<file path="src/rtl/mtd_pkg.sv">
// Package for the Morse token decoder: widths, queue sizing, entry type and
// the code-to-character lookup. No dependencies.
package mtd_pkg;

   localparam int unsigned SYM_MAX     = 5;
   localparam int unsigned CNT_W       = 3;
   localparam int unsigned QDEPTH      = 2;
   localparam int unsigned QPTR_W      = 1;
   localparam int unsigned QCNT_W      = 2;

   localparam logic [7:0] CHAR_DOT     = 8'h2E;
   localparam logic [7:0] CHAR_DASH    = 8'h2D;
   localparam logic [7:0] CHAR_SPACE   = 8'h20;
   localparam logic [7:0] CHAR_TAB     = 8'h09;
   localparam logic [7:0] CHAR_CR      = 8'h0D;
   localparam logic [7:0] CHAR_NONE    = 8'h00;

   // One queued job: optional leading space, then optional decoded character.
   typedef struct packed {
      logic       lead_space;
      logic       has_char;
      logic [7:0] ch;
   } entry_type;

   // Index is (1 << length) | symbols, dash = 1, newest symbol in bit 0.
   function automatic logic [7:0] code_char(input logic [5:0] idx);
      logic [7:0] c;
      unique case (idx)
         6'd2:    c = "E";
         6'd3:    c = "T";
         6'd4:    c = "I";
         6'd5:    c = "A";
         6'd6:    c = "N";
         6'd7:    c = "M";
         6'd8:    c = "S";
         6'd9:    c = "U";
         6'd10:   c = "R";
         6'd11:   c = "W";
         6'd12:   c = "D";
         6'd13:   c = "K";
         6'd14:   c = "G";
         6'd15:   c = "O";
         6'd16:   c = "H";
         6'd17:   c = "V";
         6'd18:   c = "F";
         6'd20:   c = "L";
         6'd22:   c = "P";
         6'd23:   c = "J";
         6'd24:   c = "B";
         6'd25:   c = "X";
         6'd26:   c = "C";
         6'd27:   c = "Y";
         6'd28:   c = "Z";
         6'd29:   c = "Q";
         6'd32:   c = "5";
         6'd33:   c = "4";
         6'd35:   c = "3";
         6'd39:   c = "2";
         6'd47:   c = "1";
         6'd48:   c = "6";
         6'd56:   c = "7";
         6'd60:   c = "8";
         6'd62:   c = "9";
         6'd63:   c = "0";
         default: c = CHAR_NONE;
      endcase
      return c;
   endfunction

endpackage

</file>
<file path="src/rtl/mtd_ifs.sv">
// Valid/ready channel interfaces for the Morse token decoder.
// Request carries input bytes, response carries decoded characters.
interface mtd_req_if;
   logic       valid;
   logic       ready;
   logic [7:0] in_char;
   logic       end_of_text;

   modport source (output valid, output in_char, output end_of_text, input ready);
   modport sink   (input valid, input in_char, input end_of_text, output ready);
endinterface

interface mtd_rsp_if;
   logic       valid;
   logic       ready;
   logic [7:0] out_char;
   logic       last_of_run;

   modport source (output valid, output out_char, output last_of_run, input ready);
   modport sink   (input valid, input out_char, input last_of_run, output ready);
endinterface

</file>
<file path="src/rtl/morse_token_decoder_top.sv">
// Top level of the Morse token decoder: front end, job queue, back end.
// Uses mtd_pkg, mtd_req_if, mtd_rsp_if, mtd_front, mtd_queue, mtd_back.
//
//   channel   dir  payload                   handshake
//   req_chan  in   in_char[8], end_of_text   valid/ready
//   rsp_chan  out  out_char[8], last_of_run  valid/ready
//
// One request per cycle while the queue is not full; each job is registered
// in the job queue, then the output register. A two-response request holds
// the back end for both; the two-entry queue lets the front keep accepting.
// Synchronous active-high reset; ready drops only when the job queue is full.
module morse_token_decoder_top (
   input  logic      clock,
   input  logic      reset,
   mtd_req_if.sink   req_chan,
   mtd_rsp_if.source rsp_chan
);
   import mtd_pkg::*;

   logic      push;
   entry_type push_entry;
   logic      q_full;
   logic      pop;
   logic      head_valid;
   entry_type head_entry;

   mtd_front u_front (
      .clock      (clock),
      .reset      (reset),
      .req_chan   (req_chan),
      .q_full     (q_full),
      .push       (push),
      .push_entry (push_entry)
   );

   mtd_queue u_queue (
      .clock      (clock),
      .reset      (reset),
      .push       (push),
      .push_entry (push_entry),
      .full       (q_full),
      .pop        (pop),
      .head_valid (head_valid),
      .head_entry (head_entry)
   );

   mtd_back u_back (
      .clock      (clock),
      .reset      (reset),
      .head_valid (head_valid),
      .head_entry (head_entry),
      .pop        (pop),
      .rsp_chan   (rsp_chan)
   );

endmodule

</file>
<file path="src/rtl/mtd_front.sv">
// Front end: accepts request bytes, tracks the pending token and text start,
// and pushes output jobs to the queue. Uses mtd_pkg.
module mtd_front (
   input  logic               clock,
   input  logic               reset,
   mtd_req_if.sink            req_chan,
   input  logic               q_full,
   output logic               push,
   output mtd_pkg::entry_type push_entry
);
   import mtd_pkg::*;

   logic [4:0]       symbol_bits_ff, symbol_bits_in;
   logic [CNT_W-1:0] symbol_count_ff, symbol_count_in;
   logic             token_invalid_ff, token_invalid_in;
   logic             at_text_start_ff, at_text_start_in;

   logic             accept;
   logic             is_ws;
   logic             is_sym;
   logic             finish;
   logic [4:0]       upd_bits;
   logic [CNT_W-1:0] upd_count;
   logic             upd_invalid;
   logic [5:0]       idx;
   logic [7:0]       dec_char;

   assign req_chan.ready = !q_full;
   assign accept = req_chan.valid && !q_full;

   assign is_ws  = (req_chan.in_char == CHAR_SPACE) ||
                   ((req_chan.in_char >= CHAR_TAB) && (req_chan.in_char <= CHAR_CR));
   assign is_sym = (req_chan.in_char == CHAR_DOT) || (req_chan.in_char == CHAR_DASH);
   assign finish = is_ws || req_chan.end_of_text;

   always_comb begin
      upd_bits    = symbol_bits_ff;
      upd_count   = symbol_count_ff;
      upd_invalid = token_invalid_ff;
      if (is_sym) begin
         if (symbol_count_ff >= CNT_W'(SYM_MAX)) begin
            upd_invalid = 1'b1;
         end else begin
            upd_bits  = {symbol_bits_ff[3:0], (req_chan.in_char == CHAR_DASH)};
            upd_count = symbol_count_ff + CNT_W'(1);
         end
      end else if (!is_ws) begin
         upd_invalid = 1'b1;
      end
   end

   assign idx = (6'd1 << upd_count) | {1'b0, upd_bits};

   always_comb begin
      dec_char = CHAR_NONE;
      if (finish && !upd_invalid && (upd_count != '0)) begin
         dec_char = code_char(idx);
      end
   end

   always_comb begin
      push_entry.lead_space = at_text_start_ff;
      push_entry.has_char   = (dec_char != CHAR_NONE);
      push_entry.ch         = dec_char;
      push = accept && (at_text_start_ff || (dec_char != CHAR_NONE));
   end

   always_comb begin
      symbol_bits_in   = symbol_bits_ff;
      symbol_count_in  = symbol_count_ff;
      token_invalid_in = token_invalid_ff;
      at_text_start_in = at_text_start_ff;
      if (accept) begin
         at_text_start_in = req_chan.end_of_text;
         if (finish) begin
            symbol_bits_in   = '0;
            symbol_count_in  = '0;
            token_invalid_in = 1'b0;
         end else begin
            symbol_bits_in   = upd_bits;
            symbol_count_in  = upd_count;
            token_invalid_in = upd_invalid;
         end
      end
   end

   always_ff @(posedge clock) begin
      if (reset) begin
         symbol_bits_ff   <= '0;
         symbol_count_ff  <= '0;
         token_invalid_ff <= 1'b0;
         at_text_start_ff <= 1'b1;
      end else begin
         symbol_bits_ff   <= symbol_bits_in;
         symbol_count_ff  <= symbol_count_in;
         token_invalid_ff <= token_invalid_in;
         at_text_start_ff <= at_text_start_in;
      end
   end

endmodule

</file>
<file path="src/rtl/mtd_queue.sv">
// Small FIFO of output jobs between the front and back ends.
// Uses mtd_pkg for depth and entry type.
module mtd_queue (
   input  logic               clock,
   input  logic               reset,
   input  logic               push,
   input  mtd_pkg::entry_type push_entry,
   output logic               full,
   input  logic               pop,
   output logic               head_valid,
   output mtd_pkg::entry_type head_entry
);
   import mtd_pkg::*;

   entry_type         mem_ff [QDEPTH];
   logic [QPTR_W-1:0] wr_ptr_ff, wr_ptr_in;
   logic [QPTR_W-1:0] rd_ptr_ff, rd_ptr_in;
   logic [QCNT_W-1:0] count_ff, count_in;
   logic              do_push;
   logic              do_pop;

   assign full       = (count_ff == QCNT_W'(QDEPTH));
   assign head_valid = (count_ff != '0);
   assign head_entry = mem_ff[rd_ptr_ff];
   assign do_push    = push && !full;
   assign do_pop     = pop && head_valid;

   always_comb begin
      wr_ptr_in = wr_ptr_ff + QPTR_W'(do_push);
      rd_ptr_in = rd_ptr_ff + QPTR_W'(do_pop);
      count_in  = count_ff + QCNT_W'(do_push) - QCNT_W'(do_pop);
   end

   always_ff @(posedge clock) begin
      if (do_push) begin
         mem_ff[wr_ptr_ff] <= push_entry;
      end
   end

   always_ff @(posedge clock) begin
      if (reset) begin
         wr_ptr_ff <= '0;
         rd_ptr_ff <= '0;
         count_ff  <= '0;
      end else begin
         wr_ptr_ff <= wr_ptr_in;
         rd_ptr_ff <= rd_ptr_in;
         count_ff  <= count_in;
      end
   end

endmodule

</file>
<file path="src/rtl/mtd_back.sv">
// Back end: expands queued jobs into one or two responses through an
// output register. Uses mtd_pkg and mtd_rsp_if.
module mtd_back (
   input  logic               clock,
   input  logic               reset,
   input  logic               head_valid,
   input  mtd_pkg::entry_type head_entry,
   output logic               pop,
   mtd_rsp_if.source          rsp_chan
);
   import mtd_pkg::*;

   logic       rsp_valid_ff, rsp_valid_in;
   logic [7:0] rsp_char_ff, rsp_char_in;
   logic       rsp_last_ff, rsp_last_in;
   logic       space_sent_ff, space_sent_in;
   logic       load;

   assign load = head_valid && (!rsp_valid_ff || rsp_chan.ready);

   always_comb begin
      rsp_valid_in  = rsp_valid_ff && !rsp_chan.ready;
      rsp_char_in   = rsp_char_ff;
      rsp_last_in   = rsp_last_ff;
      space_sent_in = space_sent_ff;
      pop           = 1'b0;
      if (load) begin
         rsp_valid_in = 1'b1;
         if (head_entry.lead_space && !space_sent_ff) begin
            rsp_char_in = CHAR_SPACE;
            rsp_last_in = !head_entry.has_char;
            if (head_entry.has_char) begin
               space_sent_in = 1'b1;
            end else begin
               pop = 1'b1;
            end
         end else begin
            rsp_char_in   = head_entry.ch;
            rsp_last_in   = 1'b1;
            space_sent_in = 1'b0;
            pop           = 1'b1;
         end
      end
   end

   always_ff @(posedge clock) begin
      rsp_char_ff <= rsp_char_in;
      rsp_last_ff <= rsp_last_in;
   end

   always_ff @(posedge clock) begin
      if (reset) begin
         rsp_valid_ff  <= 1'b0;
         space_sent_ff <= 1'b0;
      end else begin
         rsp_valid_ff  <= rsp_valid_in;
         space_sent_ff <= space_sent_in;
      end
   end

   assign rsp_chan.valid       = rsp_valid_ff;
   assign rsp_chan.out_char    = rsp_char_ff;
   assign rsp_chan.last_of_run = rsp_last_ff;

endmodule
</file>
<file path="src/flat_wrapper.sv">
// flat-port wrapper written by rule: the top's interface ports become plain ports
module morse_token_decoder_top_flat import mtd_pkg::*;
  (clock, reset, req_chan_valid, req_chan_in_char, req_chan_end_of_text, req_chan_ready, rsp_chan_valid, rsp_chan_out_char, rsp_chan_last_of_run, rsp_chan_ready);
  mtd_req_if req_chan_i ();
  mtd_rsp_if rsp_chan_i ();
  input  logic clock;
  input  logic reset;
  input wire logic [$bits(req_chan_i.valid)-1:0] req_chan_valid;
  input wire logic [$bits(req_chan_i.in_char)-1:0] req_chan_in_char;
  input wire logic [$bits(req_chan_i.end_of_text)-1:0] req_chan_end_of_text;
  output wire logic [$bits(req_chan_i.ready)-1:0] req_chan_ready;
  output wire logic [$bits(rsp_chan_i.valid)-1:0] rsp_chan_valid;
  output wire logic [$bits(rsp_chan_i.out_char)-1:0] rsp_chan_out_char;
  output wire logic [$bits(rsp_chan_i.last_of_run)-1:0] rsp_chan_last_of_run;
  input wire logic [$bits(rsp_chan_i.ready)-1:0] rsp_chan_ready;
  assign req_chan_i.valid = req_chan_valid;
  assign req_chan_i.in_char = req_chan_in_char;
  assign req_chan_i.end_of_text = req_chan_end_of_text;
  assign req_chan_ready = req_chan_i.ready;
  assign rsp_chan_valid = rsp_chan_i.valid;
  assign rsp_chan_out_char = rsp_chan_i.out_char;
  assign rsp_chan_last_of_run = rsp_chan_i.last_of_run;
  assign rsp_chan_i.ready = rsp_chan_ready;
  morse_token_decoder_top u_core (.clock(clock), .reset(reset), .req_chan(req_chan_i), .rsp_chan(rsp_chan_i));
endmodule
</file>
<file path="config.mk">
export PLATFORM = sky130hd
export DESIGN_NAME = morse_token_decoder_top_flat
export DESIGN_NICKNAME = d
export VERILOG_FILES = /design/src/rtl/mtd_pkg.sv /design/src/rtl/mtd_ifs.sv /design/src/rtl/morse_token_decoder_top.sv /design/src/rtl/mtd_front.sv /design/src/rtl/mtd_queue.sv /design/src/rtl/mtd_back.sv /design/src/flat_wrapper.sv
export SDC_FILE = /design/constraint.sdc
export NUM_CORES = 1
export LEC_CHECK = 0
export ABC_AREA = 0
export BUFFER_PORTS_ARGS = -buffer_cell sky130_fd_sc_hd__buf_2
export CORE_MARGIN = 2
export CORE_UTILIZATION = 55
export CTS_CLUSTER_SIZE = 20
export DETAILED_ROUTE_END_ITERATION = 10
export PLACE_DENSITY = 0.76
export SLEW_MARGIN = 20
export SYNTH_ARGS = -nofsm -noshare
export SYNTH_HDL_FRONTEND = slang
export SYNTH_SLANG_ARGS = --single-unit
</file>
<file path="constraint.sdc">
create_clock -name clock -period 8.7 [get_ports clock]
set_input_delay 1.305 -clock clock [delete_from_list [all_inputs] [get_ports clock]]
set_output_delay 1.305 -clock clock [all_outputs]
set_load 0.05 [all_outputs]
</file>
==> flow_summary.html, run 1 <==
<table>
<tr><th>Metric</th><th>Value</th></tr>
<tr><th colspan="2">Worst setup path</th></tr>
<tr><td>Critical path startpoint</td><td>req_chan_in_char[4]</td></tr>
<tr><td>Worst setup path endpoint</td><td>u_core.u_queue.count_ff[1]</td></tr>
<tr><td>Top fanout value on the critical path</td><td>7</td></tr>
<tr><td>Arrival time worst endpoint</td><td>5.78 ns</td></tr>
<tr><td>Max stage delay on crit path</td><td>0.60 ns</td></tr>
<tr><td>Slowest stage cell on the critical path</td><td>sky130_fd_sc_hd__a311oi_1</td></tr>
<tr><td>Critical register-to-register path startpoint</td><td>u_core.u_front.symbol_count_ff[1]</td></tr>
<tr><td>Kind of launch point of the worst setup path</td><td>input pin</td></tr>
<tr><td>Worst Path Class, Setup</td><td>in2reg</td></tr>
<tr><td>Critical path data required time</td><td>8.87 ns</td></tr>
<tr><td>Depth of the worst register-to-register path</td><td>19</td></tr>
<tr><td>Worst reg2reg setup slack</td><td>3.59 ns</td></tr>
<tr><td>Crit path capture type</td><td>flip-flop</td></tr>
<tr><td>Critical register-to-register path endpoint</td><td>u_core.u_queue.count_ff[1]</td></tr>
<tr><td>Worst path cell trace</td><td>buf_2 &gt; or3_4 &gt; nor3_2 &gt; mux2_2 &gt; a21o_1 &gt; inv_1 &gt; ha_1 &gt; inv_1 &gt; nor3_1 &gt; a311oi_2 &gt; a311oi_1 &gt; nor4_2 &gt; a31o_1 &gt; ha_1 &gt; inv_1 &gt; ha_1 &gt; xor2_1 &gt; xnor2_1 &gt; nor2_1</td></tr>
<tr><th colspan="2">Cells and area</th></tr>
<tr><td>Post-route cell area</td><td>2939 um2</td></tr>
<tr><td>Number of diodes added for antenna fixing</td><td>0</td></tr>
<tr><td>P&amp;R area growth vs syn</td><td>8.050%</td></tr>
<tr><td>Fraction of layout instances using a drive strength above 1</td><td>15.70%</td></tr>
<tr><td>Net count of the finished layout</td><td>318</td></tr>
<tr><td>Fill cell instance count of the final layout</td><td>407</td></tr>
<tr><td>Final core utilization</td><td>61.82%</td></tr>
<tr><th colspan="2">Global routing</th></tr>
<tr><td>Tot GR Track Use</td><td>22.63%</td></tr>
<tr><td>Largest net degree at the start of global routing</td><td>17</td></tr>
<tr><td>Vias in the first global route</td><td>1,978</td></tr>
<tr><td>Initial antenna violation count</td><td>0</td></tr>
<tr><td>Global route total overflow</td><td>0</td></tr>
<tr><td>Global-route wire length before repair</td><td>9.618 mm</td></tr>
<tr><th colspan="2">Synth</th></tr>
<tr><td>Share of synthesized registers carrying an async set or reset</td><td>0%</td></tr>
<tr><td>Distinct cells, synth</td><td>64</td></tr>
<tr><td>Dominant register cell in the synthesized netlist</td><td>sky130_fd_sc_hd__edfxtp_1</td></tr>
<tr><td>Number of flops mapped to enable cells by yosys</td><td>26</td></tr>
<tr><td>Avg Synthesized Cell Area</td><td>9.820 um2</td></tr>
<tr><td>Post-synthesis net count</td><td>303</td></tr>
<tr><td>Post-synthesis sequential element count</td><td>42</td></tr>
<tr><td>Yosys warns</td><td>0</td></tr>
<tr><td>Portion of the post-synthesis area used by sequential elements</td><td>40.48%</td></tr>
<tr><td>Post-Syn Area</td><td>2720 um2</td></tr>
<tr><td>Cell count after synthesis</td><td>277</td></tr>
<tr><th colspan="2">Drt</th></tr>
<tr><td>DRC Markers</td><td>0</td></tr>
<tr><td>Vias post-DR</td><td>2,255</td></tr>
<tr><td>Detail-routed via count per cell</td><td>6.264</td></tr>
<tr><td>Post-detailed-route wirelength per cell</td><td>16.03 um</td></tr>
<tr><td>Detail Route Antenna Nets</td><td>0</td></tr>
<tr><td>Total Wirelength</td><td>5.769 mm</td></tr>
<tr><td>Count of TritonRoute iterations in the first routing pass</td><td>5</td></tr>
<tr><td>Violation count after the first detailed-routing iteration</td><td>124</td></tr>
<tr><th colspan="2">CTS</th></tr>
<tr><td>Maximum buffer depth of the clock tree</td><td>2</td></tr>
<tr><td>Post-CTS Hold Fix Bufs</td><td>0</td></tr>
<tr><td>H-tree levels</td><td>2</td></tr>
<tr><td>Clock tree from TritonCTS</td><td>built</td></tr>
<tr><td>Postcts setup bufs</td><td>0</td></tr>
<tr><td>Worst skew pair latency</td><td>0.29 ns</td></tr>
<tr><td>Resized Gates After CTS</td><td>0</td></tr>
<tr><td>Number of buffers created by CTS</td><td>5</td></tr>
<tr><td>Number of clock sinks</td><td>42</td></tr>
<tr><td>Post-CTS clock slew at the launch and capture registers of the worst setup and hold paths</td><td>0.08 ns</td></tr>
<tr><td>Cell at the root of the clock tree</td><td>sky130_fd_sc_hd__clkbuf_8</td></tr>
<tr><th colspan="2">Timing</th></tr>
<tr><td>Worst-case clock skew</td><td>0.005157 ns</td></tr>
<tr><td>Worst-Margin Slew</td><td>1.042 ns</td></tr>
<tr><td>Fmax</td><td>0.1784 GHz</td></tr>
<tr><td>Unrepaired setup endpoints after global routing</td><td>no</td></tr>
<tr><td>Number of max-slew violations in the final report</td><td>0</td></tr>
<tr><td>Setup ws final</td><td>3.094 ns</td></tr>
<tr><td>Setup violations, final</td><td>0</td></tr>
<tr><td>Setup tns final</td><td>0 ns</td></tr>
<tr><td>Share of the clock period used by the worst path</td><td>64.44%</td></tr>
<tr><td>Final period demand of the worst path</td><td>5.606 ns</td></tr>
<tr><td>Max_slew headroom</td><td>30.08%</td></tr>
<tr><td>Final number of hold-violating endpoints</td><td>0</td></tr>
<tr><th colspan="2">Flow run</th></tr>
<tr><td>Max-capacitance violation count</td><td>0</td></tr>
<tr><th colspan="2">Power</th></tr>
<tr><td>Relative contribution of combinational cells to total power</td><td>31.7%</td></tr>
<tr><td>Switching power</td><td>0.2247 mW</td></tr>
<tr><td>Pwr per Cell Area</td><td>215.5 nW/um2</td></tr>
<tr><td>Clk pwr share</td><td>23.3%</td></tr>
<tr><td>Net switching share of the total power</td><td>35.48%</td></tr>
<tr><td>Total internal power</td><td>0.4087 mW</td></tr>
<tr><td>Total Power</td><td>0.6335 mW</td></tr>
<tr><td>Leakage power summed over all cells</td><td>1.087 nW</td></tr>
<tr><td>Max IR drop VDD</td><td>0.09962 mV</td></tr>
<tr><td>Sequential cell fraction of total power</td><td>45.0%</td></tr>
<tr><th colspan="2">Floorplan</th></tr>
<tr><td>Row Count</td><td>25</td></tr>
<tr><td>Top Ports</td><td>24</td></tr>
<tr><td>DIE HEIGHT</td><td>74.33 um</td></tr>
<tr><td>Effective utilization at floorplan</td><td>57.21%</td></tr>
<tr><td>Horiz. Die Dim</td><td>74.33 um</td></tr>
<tr><td>Die outline area</td><td>5524 um2</td></tr>
<tr><td>CORE AREA</td><td>4755 um2</td></tr>
<tr><th colspan="2">Min path</th></tr>
<tr><td>HP Class</td><td>reg2reg</td></tr>
<tr><th colspan="2">Place</th></tr>
<tr><td>Worst-case setup slack after placement</td><td>2.818 ns</td></tr>
<tr><td>Final RePlAce weighted congestion</td><td>0.9552</td></tr>
<tr><td>Quantity of I/O buffers inserted on ports</td><td>22</td></tr>
<tr><td>Placed standard-cell area</td><td>2833 um2</td></tr>
<tr><td>Placed wire-length estimate</td><td>4.290 mm</td></tr>
<tr><th colspan="2">Outcome</th></tr>
<tr><td>Run status</td><td>complete, no violations</td></tr>
</table>
-- power by group through the flow --
stage	clock, mW	combinational [mW]	sequential [mW]
after floorplan	0	0.113	0.337
after global placement	0	0.200	0.289
after detailed placement	0	0.202	0.290
after CTS	0.149	0.202	0.286
after global routing	0.157	0.224	0.291
final	0.147	0.201	0.285
-- placed cells by master, fill, tap and decap left out, types with 4 or more instances in the layout --
master	count
sky130_fd_sc_hd__nor3_1	10
sky130_fd_sc_hd__nor2_1	21
sky130_fd_sc_hd__ha_1	13
sky130_fd_sc_hd__mux2i_1	19
sky130_fd_sc_hd__nand3_1	9
sky130_fd_sc_hd__nand2_1	17
sky130_fd_sc_hd__mux2_2	5
sky130_fd_sc_hd__xnor2_1	4
sky130_fd_sc_hd__dfxtp_1	16
sky130_fd_sc_hd__inv_1	12
sky130_fd_sc_hd__buf_2	22
sky130_fd_sc_hd__clkbuf_8	5
sky130_fd_sc_hd__a21oi_1	21
sky130_fd_sc_hd__edfxtp_1	26
sky130_fd_sc_hd__a22oi_1	4
sky130_fd_sc_hd__o21ai_0	14
sky130_fd_sc_hd__a211oi_1	6
-- kinds of logic after synthesis --
logic type      Yosys count  share of synthesized area [%]
compound gates           85                          22.45
buf+inv                  26                          4.645
fa+ha+maj                13                          5.980
other cells               1                         0.1379
flops                    42                          40.48
xor+xnor                  6                          1.932
mux                      24                          9.061
simple gates             80                          15.32
-- Yosys cell counts, types with 2 or more instances --
cell,n,area share [%]
sky130_fd_sc_hd__o31a_1,2,0.64
sky130_fd_sc_hd__mux2i_1,19,7.0
sky130_fd_sc_hd__or3_1,2,0.46
sky130_fd_sc_hd__mux2_2,5,2.1
sky130_fd_sc_hd__a41oi_1,2,0.64
sky130_fd_sc_hd__clkbuf_1,4,0.55
sky130_fd_sc_hd__a21oi_1,21,3.9
sky130_fd_sc_hd__nand2b_1,2,0.46
sky130_fd_sc_hd__nand4_1,3,0.69
sky130_fd_sc_hd__o31ai_1,2,0.55
sky130_fd_sc_hd__buf_2,5,0.92
sky130_fd_sc_hd__a22oi_1,4,1.1
sky130_fd_sc_hd__o21a_1,2,0.55
sky130_fd_sc_hd__and3_1,2,0.46
sky130_fd_sc_hd__nand2_1,17,2.3
sky130_fd_sc_hd__a31oi_1,3,0.69
sky130_fd_sc_hd__nor3_1,10,1.8
sky130_fd_sc_hd__nand3_1,9,1.7
sky130_fd_sc_hd__buf_4,4,1.1
sky130_fd_sc_hd__and2_1,2,0.46
sky130_fd_sc_hd__inv_1,12,1.7
sky130_fd_sc_hd__xnor2_1,4,1.3
sky130_fd_sc_hd__nor2b_1,3,0.69
sky130_fd_sc_hd__nor2_1,21,2.9
sky130_fd_sc_hd__a211oi_1,6,1.7
sky130_fd_sc_hd__ha_1,13,6.0
sky130_fd_sc_hd__o211ai_1,2,0.55
sky130_fd_sc_hd__a311oi_2,2,1.1
sky130_fd_sc_hd__o21ai_0,14,2.6
sky130_fd_sc_hd__o221ai_1,2,0.64
sky130_fd_sc_hd__dfxtp_1,16,12
sky130_fd_sc_hd__edfxtp_1,26,29
sky130_fd_sc_hd__o21ai_1,3,0.55
sky130_fd_sc_hd__a311oi_1,2,0.64
sky130_fd_sc_hd__xor2_1,2,0.64
-- per-layer routing --
metal  up-vias  GRT usage (%)  wire length [um]
met4         0          5.357                79
met5         -              0                 0
li1       1084              -                 -
met1      1060          31.99              2626
met3        13          4.607               358
met2        98          36.01              2704
-- sequential cells by signal, indices dropped and copies added, names as in the netlist --
signal	count
u_core.u_back.rsp_chan.valid	1
u_core.u_back.space_sent_ff	1
u_core.u_queue.rd_ptr_ff	1
u_core.u_queue.wr_ptr_ff	1
u_core.u_queue.count_ff	2
u_core.u_front.token_invalid_ff	1
u_core.u_front.at_text_start_ff	1
u_core.u_front.symbol_bits_ff	5
u_core.u_queue.mem_ff	18
u_core.u_front.symbol_count_ff	3
u_core.u_back.rsp_chan.last_of_run	1
u_core.u_back.rsp_chan.out_char	7
-- worst min-delay path by stage --
stage | slack, ns | end | cells after the start | from
floorplan | 0.45 | u_core.u_queue.mem_ff[0][9] | 0 | u_core.u_front.at_text_start_ff
global placement | 0.48 | u_core.u_back.rsp_chan.valid | 2 | u_core.u_back.rsp_chan.valid
detailed placement | 0.48 | u_core.u_back.rsp_chan.valid | 2 | u_core.u_back.rsp_chan.valid
CTS | 0.50 | u_core.u_back.rsp_chan.valid | 2 | u_core.u_back.rsp_chan.valid
global route | 0.54 | u_core.u_back.rsp_chan.valid | 2 | u_core.u_back.rsp_chan.valid
finish | 0.49 | u_core.u_back.rsp_chan.valid | 2 | u_core.u_back.rsp_chan.valid
-- stage by stage --
stage | std cells | hold WS [ns]
2_1_floorplan | 277 | 0.4487
3_3_place_gp | 352 | 0.4845
3_5_place_dp | 352 | 0.4848
4_1_cts | 360 | 0.4959
5_1_grt | 360 | 0.5402
6_report | 360 | 0.4944
-- area by class of cell --
type                            instances  area (um2)  share of cell area (%)
Sequential cell                        42        1101                   37.46
Inverter                               12       45.04                   1.533
Timing Repair Buffer                   22       110.1                   3.746
Tap cell                               67       83.83                   2.852
Clock inverter                          1       30.03                   1.022
Clock buffer                            7       76.32                   2.597
Multi-Input combinational cell        209        1493                   50.79
-- worst max-delay path, delay by kind of cell --
family | cells | cell delay (ns)
AOI/OAI and AO/OA | 4 | 1.18
xor gates and xnor gates | 2 | 0.31
adders and majority gates | 3 | 0.71
buffers and inverters | 4 | 0.46
muxes | 1 | 0.44
and+or+nand+nor | 5 | 1.36
No activity file was read; power rests on OpenSTA's default activity.
==> run 2, diff against run 1 <==
--- a/config.mk
+++ b/config.mk
@@ -5,13 +5,13 @@
 export SDC_FILE = /design/constraint.sdc
 export NUM_CORES = 1
 export LEC_CHECK = 0
-export ABC_AREA = 0
+export ABC_AREA = 1
 export BUFFER_PORTS_ARGS = -buffer_cell sky130_fd_sc_hd__buf_2
 export CORE_MARGIN = 2
-export CORE_UTILIZATION = 55
+export CORE_UTILIZATION = 54
 export CTS_CLUSTER_SIZE = 20
 export DETAILED_ROUTE_END_ITERATION = 10
-export PLACE_DENSITY = 0.76
+export PLACE_DENSITY = 0.77
 export SLEW_MARGIN = 20
 export SYNTH_ARGS = -nofsm -noshare
 export SYNTH_HDL_FRONTEND = slang
==> constraint.sdc (replaced) <==
create_clock -name clock -period 4.6 [get_ports clock]
set_input_delay 0.69 -clock clock [delete_from_list [all_inputs] [get_ports clock]]
set_output_delay 0.69 -clock clock [all_outputs]
set_load 0.05 [all_outputs]
==> flow_summary.html, run 2 <==
<table>
<tr><th>Metric</th><th>Value</th></tr>
<tr><th colspan="2">Outcome</th></tr>
<tr><td>Run status</td><td>complete, no violations</td></tr>
<tr><th colspan="2">CTS</th></tr>
<tr><td>Post-CTS Hold Fix Bufs</td><td>0 (unchanged)</td></tr>
<tr><td>Post-CTS clock slew at the launch and capture registers of the worst setup and hold paths</td><td>0.08 ns (about the same)</td></tr>
<tr><td>H-tree levels</td><td>2 (unchanged)</td></tr>
<tr><td>Postcts setup bufs</td><td>0 (unchanged)</td></tr>
<tr><td>Maximum buffer depth of the clock tree</td><td>2 (unchanged)</td></tr>
<tr><td>Worst skew pair latency</td><td>0.30 ns (about the same)</td></tr>
<tr><td>Resized Gates After CTS</td><td>0 (unchanged)</td></tr>
<tr><td>Cell at the root of the clock tree</td><td>sky130_fd_sc_hd__clkbuf_8</td></tr>
<tr><td>Number of buffers created by CTS</td><td>5 (unchanged)</td></tr>
<tr><td>Clock tree from TritonCTS</td><td>built</td></tr>
<tr><td>Number of clock sinks</td><td>42 (unchanged)</td></tr>
<tr><th colspan="2">Place</th></tr>
<tr><td>Cell count after placement</td><td>456 (+30%)</td></tr>
<tr><td>Worst-case setup slack after placement</td><td>0.5859 ns (-2.232 ns)</td></tr>
<tr><td>Placed wire-length estimate</td><td>4.059 mm (-5.4%)</td></tr>
<tr><td>Final RePlAce weighted congestion</td><td>0.8937 (-6.4%)</td></tr>
<tr><td>Quantity of I/O buffers inserted on ports</td><td>22 (unchanged)</td></tr>
<tr><th colspan="2">Worst setup path</th></tr>
<tr><td>Critical register-to-register path endpoint</td><td>u_core.u_queue.count_ff[1]</td></tr>
<tr><td>Worst reg2reg setup slack</td><td>0.83 ns (-2.76 ns)</td></tr>
<tr><td>Critical register-to-register path startpoint</td><td>u_core.u_front.symbol_count_ff[0]</td></tr>
<tr><td>Depth of the worst register-to-register path</td><td>25 (+6)</td></tr>
<tr><td>Critical path startpoint</td><td>u_core.u_front.symbol_count_ff[0]</td></tr>
<tr><td>Most frequent cell on the critical path</td><td>sky130_fd_sc_hd__nand2_1</td></tr>
<tr><td>Family of cells with the greatest summed delay on the critical path</td><td>simple AND/OR/NAND/NOR gates</td></tr>
<tr><td>Arrival time worst endpoint</td><td>4.01 ns (-1.77 ns)</td></tr>
<tr><td>Worst setup path endpoint</td><td>u_core.u_queue.count_ff[1]</td></tr>
<tr><td>Crit path capture type</td><td>flip-flop</td></tr>
<tr><td>Max stage delay on crit path</td><td>0.47 ns (-0.13 ns)</td></tr>
<tr><td>Crit path buffers/inverters</td><td>2 (-2)</td></tr>
<tr><td>Kind of launch point of the worst setup path</td><td>flip-flop</td></tr>
<tr><td>Worst Path Class, Setup</td><td>reg2reg</td></tr>
<tr><td>Stages on the worst setup path</td><td>25 (+6)</td></tr>
<tr><td>Slowest stage cell on the critical path</td><td>sky130_fd_sc_hd__dfxtp_1</td></tr>
<tr><td>Critical path data required time</td><td>4.83 ns (-4.04 ns)</td></tr>
<tr><td>Top fanout value on the critical path</td><td>10 (+3)</td></tr>
<tr><th colspan="2">Drt</th></tr>
<tr><td>Post-detailed-route wirelength per cell</td><td>11.55 um (-28%)</td></tr>
<tr><td>Violation count after the first detailed-routing iteration</td><td>77 (-38%)</td></tr>
<tr><td>Count of TritonRoute iterations in the first routing pass</td><td>4 (-1)</td></tr>
<tr><td>Vias post-DR</td><td>2,308 (+2.4%)</td></tr>
<tr><td>Detail-routed via count per cell</td><td>4.974 (-21%)</td></tr>
<tr><td>Detail Route Antenna Nets</td><td>0 (unchanged)</td></tr>
<tr><td>Total Wirelength</td><td>5.360 mm (-7.1%)</td></tr>
<tr><td>DRC Markers</td><td>0 (unchanged)</td></tr>
<tr><th colspan="2">Timing</th></tr>
<tr><td>Setup violations, final</td><td>0 (unchanged)</td></tr>
<tr><td>Final number of hold-violating endpoints</td><td>0 (unchanged)</td></tr>
<tr><td>Worst-case clock skew</td><td>0.007120 ns (+0.001963 ns)</td></tr>
<tr><td>Number of max-slew violations in the final report</td><td>0 (unchanged)</td></tr>
<tr><td>Setup tns final</td><td>0 ns (unchanged)</td></tr>
<tr><td>Setup ws final</td><td>0.8264 ns (-2.267 ns)</td></tr>
<tr><td>Share of the clock period used by the worst path</td><td>82.03%</td></tr>
<tr><td>Final period demand of the worst path</td><td>3.774 ns</td></tr>
<tr><td>Unrepaired setup endpoints after global routing</td><td>no</td></tr>
<tr><td>Fmax</td><td>0.2650 GHz</td></tr>
<tr><th colspan="2">Floorplan</th></tr>
<tr><td>Row Count</td><td>26 (+4.0%)</td></tr>
<tr><td>Horiz. Die Dim</td><td>76.17 um (+2.5%)</td></tr>
<tr><td>DIE HEIGHT</td><td>76.17 um (+2.5%)</td></tr>
<tr><td>Die outline area</td><td>5802 um2 (+5.0%)</td></tr>
<tr><td>Effective utilization at floorplan</td><td>55.42% (-1.8 points)</td></tr>
<tr><td>CORE AREA</td><td>5075 um2 (+6.7%)</td></tr>
<tr><td>Top Ports</td><td>24 (unchanged)</td></tr>
<tr><th colspan="2">Synth</th></tr>
<tr><td>Portion of the post-synthesis area used by sequential elements</td><td>39.15% (-1.3 points)</td></tr>
<tr><td>Number of flops mapped to enable cells by yosys</td><td>26 (unchanged)</td></tr>
<tr><td>Post-synthesis sequential element count</td><td>42 (unchanged)</td></tr>
<tr><td>Synth area leaders</td><td>sky130_fd_sc_hd__edfxtp_1, sky130_fd_sc_hd__nand2_1, sky130_fd_sc_hd__dfxtp_1, sky130_fd_sc_hd__inv_1, sky130_fd_sc_hd__ha_1</td></tr>
<tr><td>Avg Synthesized Cell Area</td><td>7.561 um2 (-23%)</td></tr>
<tr><td>Most used standard cell by instance count after synthesis</td><td>sky130_fd_sc_hd__nand2_1</td></tr>
<tr><td>Share of synthesized registers carrying an async set or reset</td><td>0% (unchanged)</td></tr>
<tr><td>Cell taking the most area after synthesis</td><td>sky130_fd_sc_hd__edfxtp_1</td></tr>
<tr><td>Distinct cells, synth</td><td>37 (-42%)</td></tr>
<tr><td>Post-synth top cells</td><td>sky130_fd_sc_hd__nand2_1, sky130_fd_sc_hd__inv_1, sky130_fd_sc_hd__nand3_1, sky130_fd_sc_hd__edfxtp_1, sky130_fd_sc_hd__nor2_1</td></tr>
<tr><td>Top cell type's share of synthesized area</td><td>27.76% (-0.94 points)</td></tr>
<tr><td>Dominant register cell in the synthesized netlist</td><td>sky130_fd_sc_hd__edfxtp_1</td></tr>
<tr><td>Post-Syn Area</td><td>2813 um2 (+3.4%)</td></tr>
<tr><td>Yosys warns</td><td>0 (unchanged)</td></tr>
<tr><td>Cell count after synthesis</td><td>372 (+34%)</td></tr>
<tr><td>Post-synthesis net count</td><td>398 (+31%)</td></tr>
<tr><th colspan="2">Global routing</th></tr>
<tr><td>Global route total overflow</td><td>0 (unchanged)</td></tr>
<tr><td>Initial antenna violation count</td><td>0 (unchanged)</td></tr>
<tr><td>Tot GR Track Use</td><td>20.05% (-2.6 points)</td></tr>
<tr><td>Largest net degree at the start of global routing</td><td>19 (+2)</td></tr>
<tr><td>Global-route wire length before repair</td><td>9.439 mm (-1.9%)</td></tr>
<tr><td>Vias in the first global route</td><td>2,139 (+8.1%)</td></tr>
<tr><th colspan="2">Power</th></tr>
<tr><td>Pwr per Cell Area</td><td>423.4 nW/um2 (+96%)</td></tr>
<tr><td>Max IR drop VDD</td><td>0.2316 mV (+130%)</td></tr>
<tr><td>Total Power</td><td>1.310 mW (+110%)</td></tr>
<tr><td>Leakage power summed over all cells</td><td>1.548 nW (+42%)</td></tr>
<tr><th colspan="2">Flow run</th></tr>
<tr><td>Max-capacitance violation count</td><td>0 (unchanged)</td></tr>
<tr><th colspan="2">Cells and area</th></tr>
<tr><td>Final instance count without filler cells</td><td>464 (+29%)</td></tr>
<tr><td>Net count of the finished layout</td><td>419 (+32%)</td></tr>
<tr><td>Fraction of layout instances using a drive strength above 1</td><td>18.53% (+2.8 points)</td></tr>
<tr><td>Number of diodes added for antenna fixing</td><td>0 (unchanged)</td></tr>
<tr><td>Most frequent cells in the layout</td><td>sky130_fd_sc_hd__nand2_1, sky130_fd_sc_hd__inv_1, sky130_fd_sc_hd__nand3_1</td></tr>
<tr><td>Most common cell after layout, fill and taps aside</td><td>sky130_fd_sc_hd__nand2_1</td></tr>
<tr><td>P&amp;R area growth vs syn</td><td>10.01%</td></tr>
<tr><td>Register bank with the most flops</td><td>u_core.u_queue.mem_ff</td></tr>
<tr><td>Number of flip-flops under the largest register name</td><td>18 (unchanged)</td></tr>
<tr><th colspan="2">Min path</th></tr>
<tr><td>HP Class</td><td>reg2reg</td></tr>
</table>
## run 2: cell count changes after synthesis, moves of 9 or more
cell / previous run / this run
sky130_fd_sc_hd__nand2_1: 17 / 123
sky130_fd_sc_hd__inv_2: 0 / 10
sky130_fd_sc_hd__mux2i_1: 19 / 0
sky130_fd_sc_hd__nand3_1: 9 / 30
sky130_fd_sc_hd__o21ai_0: 14 / 5
sky130_fd_sc_hd__a21oi_1: 21 / 12
sky130_fd_sc_hd__inv_1: 12 / 48
## run 2: cell families after synthesis
kind of cell | after synthesis | synth area share (%)
compound gates | 38 | 9.386
xor+xnor | 2 | 0.6229
fa+ha+maj | 13 | 5.783
buf+inv | 67 | 9.875
flops | 42 | 39.15
other cells | 1 | 0.1333
simple gates | 209 | 35.05
## run 2: how the worst min path moves through the flow
stage                                    startpoint                     endpoint  slack (ns)  depth (start not counted)
floorplan           u_core.u_front.at_text_start_ff  u_core.u_queue.mem_ff[0][9]        0.43                          0
global placement    u_core.u_front.at_text_start_ff  u_core.u_queue.mem_ff[0][9]        0.44                          0
detailed placement  u_core.u_front.at_text_start_ff  u_core.u_queue.mem_ff[0][9]        0.45                          0
CTS                 u_core.u_front.at_text_start_ff  u_core.u_queue.mem_ff[0][9]        0.47                          0
global route        u_core.u_front.at_text_start_ff  u_core.u_queue.mem_ff[0][9]        0.49                          0
finish              u_core.u_front.at_text_start_ff  u_core.u_queue.mem_ff[0][9]        0.46                          0
## run 2: area by class of cell
class                           count  area (um2)
Fill cell                         477        1981
Multi-Input combinational cell    263        1434
Sequential cell                    42        1101
Inverter                           59       224.0
Timing Repair Buffer               22       110.1
Tap cell                           70       87.58
Clock buffer                        5       68.82
Clock inverter                      3       68.82
## run 2: stage by stage
step / utilization [%] / hold WS, ns / instance area (um2)
after floorplan: - / 0.4256 / 2813
after global placement: 58.26 / 0.4391 / 2957
after detailed placement: 58.26 / 0.4522 / 2957
after CTS: 60.97 / 0.4666 / 3094
after global routing: 60.97 / 0.4877 / 3094
final: 60.97 / 0.4649 / 3094
## run 2: per-layer routing
metal | up-vias | share of wire [%] | GRT usage, % | routed length [um]
met5 | - | 0 | 0 | 0
met4 | 0 | 1.7 | 7.455 | 92
met3 | 10 | 4.3 | 3.910 | 231
met2 | 47 | 48 | 34.55 | 2557
met1 | 1018 | 46 | 25.02 | 2478
li1 | 1233 | - | - | -
## run 2: power breakdown
group / internal (mW) / switching, mW
Combinational: 0.102 / 0.319
Clock: 0.217 / 0.131
Sequential: 0.504 / 0.0369
Total: 0.823 / 0.487
